--- config.mk ---
export PLATFORM = sky130hd
export DESIGN_NAME = hbmt_ctrl
export DESIGN_NICKNAME = d
export VERILOG_FILES = /design/src/hdl/hbmt_pkg.sv /design/src/hdl/hbmt_ctrl.sv
export SDC_FILE = /design/constraint.sdc
export NUM_CORES = 1
export LEC_CHECK = 0
export ABC_AREA = 1
export BUFFER_PORTS_ARGS = -buffer_cell sky130_fd_sc_hd__clkbuf_2
export CORE_UTILIZATION = 55
export DETAILED_ROUTE_END_ITERATION = 8
export PLACE_DENSITY = 0.8
export SLEW_MARGIN = 20
export SYNTH_ARGS = -nofsm -noshare
export SYNTH_HDL_FRONTEND = slang
export SYNTH_SLANG_ARGS = --single-unit
--- constraint.sdc ---
create_clock -name clk -period 2 [get_ports clk]
set_clock_uncertainty 0.1 [all_clocks]
set_input_delay 0.2 -clock clk [delete_from_list [all_inputs] [get_ports clk]]
set_output_delay 0.2 -clock clk [all_outputs]
set_load 0.005 [all_outputs]
--- src/hdl/hbmt_pkg.sv ---
`timescale 1ns / 1ps
`default_nettype none
// ----------------------------------------------------------------------------
// hbmt_pkg
// Shared constants, codes and types of the bucketed hash match table.
// ----------------------------------------------------------------------------
package hbmt_pkg;

  localparam int BUCKETS      = 1024;
  localparam int SLOTS        = 8;
  localparam int KEY_CHARS    = 5;
  localparam int PAYLOAD_BITS = 16;
  localparam int CODE_BITS    = 5;
  localparam int KEY_BITS     = KEY_CHARS * CODE_BITS;
  localparam int HASH_BASE    = 29;
  localparam int LAST_LETTER  = 26;
  localparam int CFG_W        = 11;
  localparam int REQ_W        = 2;
  localparam int STATUS_W     = 3;
  localparam int BUCKET_W     = $clog2(BUCKETS);
  // base-29 sum over 5-bit codes stays below 32**KEY_CHARS
  localparam int ACC_W        = KEY_BITS;
  localparam int CNT_W        = $clog2(ACC_W);
  localparam int IN_TDATA_W   = ((KEY_BITS + PAYLOAD_BITS + 7) / 8) * 8;
  localparam int OUT_TDATA_W  = ((PAYLOAD_BITS + 7) / 8) * 8;

  localparam logic [CFG_W-1:0] BUCKET_COUNT_RST = CFG_W'(BUCKETS);

  localparam logic [REQ_W-1:0] REQ_TAKE     = 2'd0;
  localparam logic [REQ_W-1:0] REQ_INSERT   = 2'd1;
  localparam logic [REQ_W-1:0] REQ_TAKE_INS = 2'd2;

  typedef enum logic [STATUS_W-1:0] {
    ST_TAKEN     = 3'd0,
    ST_INSERTED  = 3'd1,
    ST_NOT_FOUND = 3'd2,
    ST_FULL      = 3'd3,
    ST_INVALID   = 3'd4
  } status_t;

  typedef struct packed {
    logic                    valid;
    logic [KEY_BITS-1:0]     key;
    logic [PAYLOAD_BITS-1:0] payload;
  } slot_t;

  typedef slot_t [SLOTS-1:0] row_t;

  typedef struct packed {
    logic                load;
    logic                hash_step;
    logic                mod_step;
    logic                rd;
    logic                wr;
    logic                out_load;
    logic                clr;
    logic [BUCKET_W-1:0] clr_addr;
  } cmd_t;

  typedef struct packed {
    logic bad;
  } sts_t;

endpackage
`default_nettype wire

--- src/hdl/hbmt_ctrl.sv ---
`timescale 1ns / 1ps
`default_nettype none
// ----------------------------------------------------------------------------
// hbmt_ctrl
// Sequencer: clearing pass, hash steps, remainder steps, bucket read and
// update, result handoff.
// ----------------------------------------------------------------------------
module hbmt_ctrl
  import hbmt_pkg::*;
(
  input  wire  clk,
  input  wire  rst_n,
  input  wire  in_valid,
  output logic in_ready,
  output logic out_valid,
  input  wire  out_ready,
  input  sts_t sts,
  output cmd_t cmd
);

  typedef enum logic [2:0] {
    S_CLEAR,
    S_IDLE,
    S_HASH,
    S_MOD,
    S_READ,
    S_FIN
  } state_t;

  state_t              state_r, state_nxt;
  logic [CNT_W-1:0]    cnt_r, cnt_nxt;
  logic [BUCKET_W-1:0] clr_cnt_r, clr_cnt_nxt;
  logic                out_valid_r, out_valid_nxt;
  logic                out_free;

  assign out_free  = !out_valid_r || out_ready;
  assign in_ready  = (state_r == S_IDLE);
  assign out_valid = out_valid_r;

  always_comb begin
    state_nxt    = state_r;
    cnt_nxt      = cnt_r;
    clr_cnt_nxt  = clr_cnt_r;
    cmd          = '0;
    cmd.clr_addr = clr_cnt_r;
    case (state_r)
      S_CLEAR: begin
        cmd.clr     = 1'b1;
        cmd.wr      = 1'b1;
        clr_cnt_nxt = clr_cnt_r + 1'b1;
        if (clr_cnt_r == BUCKET_W'(BUCKETS - 1)) begin
          state_nxt = S_IDLE;
        end
      end
      S_IDLE: begin
        if (in_valid) begin
          cmd.load  = 1'b1;
          cnt_nxt   = '0;
          state_nxt = S_HASH;
        end
      end
      S_HASH: begin
        if (sts.bad) begin
          state_nxt = S_FIN;
        end else begin
          cmd.hash_step = 1'b1;
          cnt_nxt       = cnt_r + 1'b1;
          if (cnt_r == CNT_W'(KEY_CHARS - 1)) begin
            cnt_nxt   = '0;
            state_nxt = S_MOD;
          end
        end
      end
      S_MOD: begin
        cmd.mod_step = 1'b1;
        cnt_nxt      = cnt_r + 1'b1;
        if (cnt_r == CNT_W'(ACC_W - 1)) begin
          cnt_nxt   = '0;
          state_nxt = S_READ;
        end
      end
      S_READ: begin
        cmd.rd    = 1'b1;
        state_nxt = S_FIN;
      end
      S_FIN: begin
        if (out_free) begin
          cmd.out_load = 1'b1;
          cmd.wr       = !sts.bad;
          state_nxt    = S_IDLE;
        end
      end
      default: begin
        state_nxt = S_CLEAR;
      end
    endcase
  end

  always_comb begin
    out_valid_nxt = out_valid_r;
    if (cmd.out_load) begin
      out_valid_nxt = 1'b1;
    end else if (out_ready) begin
      out_valid_nxt = 1'b0;
    end
  end

  always_ff @(posedge clk) begin
    if (!rst_n) begin
      state_r     <= S_CLEAR;
      cnt_r       <= '0;
      clr_cnt_r   <= '0;
      out_valid_r <= 1'b0;
    end else begin
      state_r     <= state_nxt;
      cnt_r       <= cnt_nxt;
      clr_cnt_r   <= clr_cnt_nxt;
      out_valid_r <= out_valid_nxt;
    end
  end

endmodule
`default_nettype wire

Word level (Yosys, flattened, before mapping)
Index checks and enable logic that the tools add are counted.
Word-level totals
  register bits: 19
  logic and storage cells: 52
  input bits: 5
Operators by class
  add/sub/neg operators: 2
  muxes and demuxes: 24
  reduce and logical (&&, ||, !) cells: 8
  equal/unequal tests: 14
Operators with widths (number)
  two-way mux 5 bit: 4
  two-way mux 3 bit: 6
  case mux 3 bit (6 select lines): 1
  case mux 5 bit (3 select lines): 1
  adder 10 x 1 -> 10 bit (second input constant): 1
  == test 10 bit (second input constant): 1
  two-way mux 1 bit: 10
  inequality test 2 bit (second input constant): 5
  == test 3 x 2 -> 1 bit (second input constant): 2
  == test 3 bit (second input constant): 2
  adder 5 x 1 -> 5 bit (second input constant): 1
  == test 5 x 3 -> 1 bit (second input constant): 1
  == test 5 bit (second input constant): 1
  AND reduction 5 bit: 1
  == test 3 x 1 -> 1 bit (second input constant): 1
  zero test 3 bit: 1
  inequality test 3 bit (second input constant): 1
  AND reduction 3 bit: 1
  nonzero test 3 bit: 1
  zero test 1 bit: 2
  two-way mux 2 bit: 1
  case mux 1 bit (2 select lines): 1
  nonzero test 2 bit: 1
  logical OR 1 bit: 1

Depth between registers and ports, before layout
  depth in word-level cells: 5
  depth in mapped cells: 11
  mapped depth without buffers: 11

Worst setup path before layout
OpenSTA, ideal clock, no wires.
  kind: reg2reg
  start: reg clr_cnt_r[0]
  end: reg state_r[0]
  cell stages (with the launch flop): 7
  slack: 0.677 ns
  setup time: 0.115 ns
  required time: 1.785 ns
  path buffers: 0
  data arrival time: 1.108 ns
  cells stage by stage: dfxtp_1 > ha_1 > nand4_1 > o21ai_2 > nand3_1 > nand2_1 > nor2_1
On the way
  cells in the longest elaborated chain, start to end: 3
Ends and longest elaborated chain
  start: declaration: line hbmt_ctrl.sv:32  | logic [BUCKET_W-1:0] clr_cnt_r, clr_cnt_nxt;
  start signal: assignment: line hbmt_ctrl.sv:117  | clr_cnt_r <= clr_cnt_nxt;
  == test 10 bit: line hbmt_ctrl.sv:51  | if (clr_cnt_r == BUCKET_W'(BUCKETS - 1)) begin
  inequality test 2 bit (no source line)
  AND reduction 5 bit (no source line)
  end signal: assignment: line hbmt_ctrl.sv:115  | state_r <= state_nxt;
  end: declaration: line hbmt_ctrl.sv:30  | state_t state_r, state_nxt;
Every way passes these cells.
A chain may end at the register's enable or synchronous reset.

==> flow_summary_export.csv <==
group,metric,value,unit
detailed_routing,via_per_inst,5.04,
worst_setup_path,critPathMaxStageDelay,480,ps
worst_setup_path,crit_top_cell,"nand2_1",
pwr,power_density,475,mW/mm^2
synth,syn_nets,180,
final_layout,layout-drive-gt1-share,24.4,%
worst_setup_path,ff2ff_path_depth,5,
timing,fin_crit,1670,ps
synth,synth_top_area_cell,"dfxtp_1",
worst_setup_path,worstSetupStartpoint,"state_r[0]",
final_layout,syn2layout_area_growth,14.1,%
clock_network,root_buffer,"clkbuf_4",
place,placed_area,0.00127,sq mm
die,dieHeight,47.4,microns
synth,ys_seq_area_share,33.6,%
grt,grt_max_degree,11,
worst_setup_path,crit_buf_inv,1,
worst_setup_path,required,1700,ps
timing,finalWorstSetupSlack,331,ps
grt,grt_usage,23.6,%
final_layout,fillCellCount,197,
clock_network,clk_pin_slew_worst_paths,110,ps
clock_network,cts.sinks,19,
worst_setup_path,cp.depth,5,
timing,tightest_slew,358,ps
worst_setup_path,worstPathMaxFanout,6,
die,start_util,58.4,%
final_layout,fin_nets,206,
pwr,vdd_ir_drop_max,0.334,mV
clock_network,cts_buffers,3,
clock_network,htree_levels,1,
worst_setup_path,worstPathCellList,"nand2_1 > nor3_1 > nand2_1 > nand2_1 > clkbuf_2",
synth,synth_edf_count,0,
synth,ys.flop_type,"dfxtp_1",
die,core_area,0.00194,sq mm
detailed_routing,routedWlPerCell,10.4,microns
worst_setup_path,rrSetupSlack,430,ps
grt,antenna_found_initial,0,
worst_setup_path,critPathCaptureType,"output pin",
synth,ys_top_cells_by_count,"nand2_1, nor2_1, inv_1",
pwr,leakage,0.617,nW
synth,yosysMostFrequentCell,"nand2_1",
detailed_routing,drtPass1Iterations,4,
detailed_routing,antenna_left,0,
timing,rsz0062_at_grt,"false",
place,place_congestion,0.785,
clock_network,clk_latency,300,ps
synth,yosysWarnings,0,
timing,slew_headroom,76.1,%
worst_setup_path,crit_type,"reg2out",
timing,tns,0,ps
die,io_pins,24,
run_status,status,"finished, final reports clean",
timing,fmax,599,MHz
synth,async_flop_share,0,%
worst_setup_path,critPathTopFamily,"simple AND/OR/NAND/NOR gates",
timing,finalCritPeriodShare,83.4,%
timing,timing.final.hold_violations,0,
die,die_area,0.00225,sq mm
detailed_routing,dr.first_iter.drc_count,19,
die,die_w,47.4,microns
synth,syn_inst,172,
grt,grt_overflow_total,0,
synth,avgSynthCellArea,6.59,sq um
worst_setup_path,arrival,1370,ps
timing,slew_violations,0,
die,num_rows,16,
grt,grt_pass1_wl,3700,microns
job,cap_violations,0,
clock_network,cts_hold_buf,0,
detailed_routing,route.detailed.drc,0,
final_layout,final_cell_area,0.00129,sq mm
clock_network,cts_tree,"yes",
synth,synth_seq_cells,19,
min_path,hold_class,"in2reg",
detailed_routing,num_vias,1130,
synth,synth_area,0.00113,sq mm
worst_setup_path,crit_path_end,"cmd[12]",
worst_setup_path,slowest_stage,"dfxtp_1",
worst_setup_path,timing.rr.start,"clr_cnt_r[0]",
place,dp_hpwl,1880,microns
final_layout,antenna_cells,0,
synth,yosys.cell_types.count,26,
synth,yosys.area.top_type_share,33.6,%
clock_network,cts_max_path_buffers,2,
worst_setup_path,worstSetupStartpointType,"flop",
worst_setup_path,r2r_end,"state_r[2]",
grt,grt_pass1_vias,898,
place,post-place-ws,480,ps
timing,setup_viol,0,
synth,synthTopCellsByArea,"dfxtp_1, nand2_1, nor2_1, inv_1, a21oi_1",
clock_network,cts-resized-gates,0,
place,io_buffer_count,23,
clock_network,post_cts_buffers,0,
detailed_routing,routed_wl,2330,microns
[cell usage in the layout, fill, tap and decap left out, types with 2 or more instances in the layout]
master	synthesis	routed
nand2_1	45	45
dfxtp_1	19	19
nand3_1	8	8
clkbuf_2	0	23
nor2_4	2	2
inv_1	20	20
nor2_1	23	23
clkbuf_4	0	3
nor2_2	4	4
o21ai_0	7	7
nand2_2	3	3
a21oi_1	12	12
nor3_1	4	4
o21ai_2	2	2
inv_2	5	5
ha_1	3	3
nor3_2	2	2
nand4_1	2	2
[report_power, final]
group          leakage [nW]  total (W)  internal (W)  switching, W
clock                0.0150   0.000190     0.0000777      0.000113
sequential            0.154   0.000390      0.000383    0.00000725
combinational         0.448  0.0000343     0.0000140     0.0000203
[stage by stage]
stage / total power [W] / std cells / hold slack, ps / util [%]
5_1_grt: 0.000638 / 224 / 136 / 66.6
4_1_cts: 0.000622 / 224 / 103 / 66.6
6_report: 0.000615 / 224 / 108 / 66.6
2_1_floorplan: 0.000417 / 172 / 221 / -
3_5_place_dp: 0.000433 / 220 / 382 / 65.3
3_3_place_gp: 0.000431 / 220 / 368 / 65.3
[logic make-up after synthesis]
logic type / count (synthesis) / share of synthesized area (%)
simple gates: 97 / 40.8
buf+inv: 29 / 10.5
compound gates: 23 / 11.0
flops: 19 / 33.6
fa+ha+maj: 3 / 3.31
xor+xnor: 1 / 0.773
[worst reg2reg max path: cells and delay by family, from the launching register on]
family / cells / cell delay (ps)
adders and majority gates: 1 / 240
and+or+nand+nor: 2 / 280
AOI/OAI and AO/OA: 2 / 420
DFF: 1 / 460
[cell type report]
class | count | area [sq um] | area share (%)
flip-flops and latches | 19 | 380 | 29.4
repair buffers | 23 | 115 | 8.90
inverters | 27 | 104 | 8.03
clock buffers | 4 | 26.3 | 2.03
multi-input cells | 124 | 634 | 49.0
well taps | 27 | 33.8 | 2.61
[metal layers]
layer | wire length (microns) | vias to the layer above | track usage (%)
met5 | 0 | - | 0
li1 | - | 592 | -
met3 | 95 | 6 | 2.31
met2 | 1110 | 33 | 39.5
met1 | 1060 | 499 | 29.9
met4 | 63 | 0 | 12.0
[flip-flops by register name, indices dropped and copies added, names as in the netlist]
signal     flops
cnt_r          5
out_valid      1
state_r        3
clr_cnt_r     10
[worst min path at each step]
stage	start	end	depth (start not counted)
2_1_floorplan	rst_n	state_r[0]	2
3_3_place_gp	clr_cnt_r[5]	clr_cnt_r[5]	1
3_5_place_dp	cnt_r[1]	cnt_r[1]	2
4_1_cts	out_ready	out_valid	4
5_1_grt	rst_n	state_r[0]	3
6_report	out_ready	out_valid	4
No activity file was read; power rests on OpenSTA's default activity.
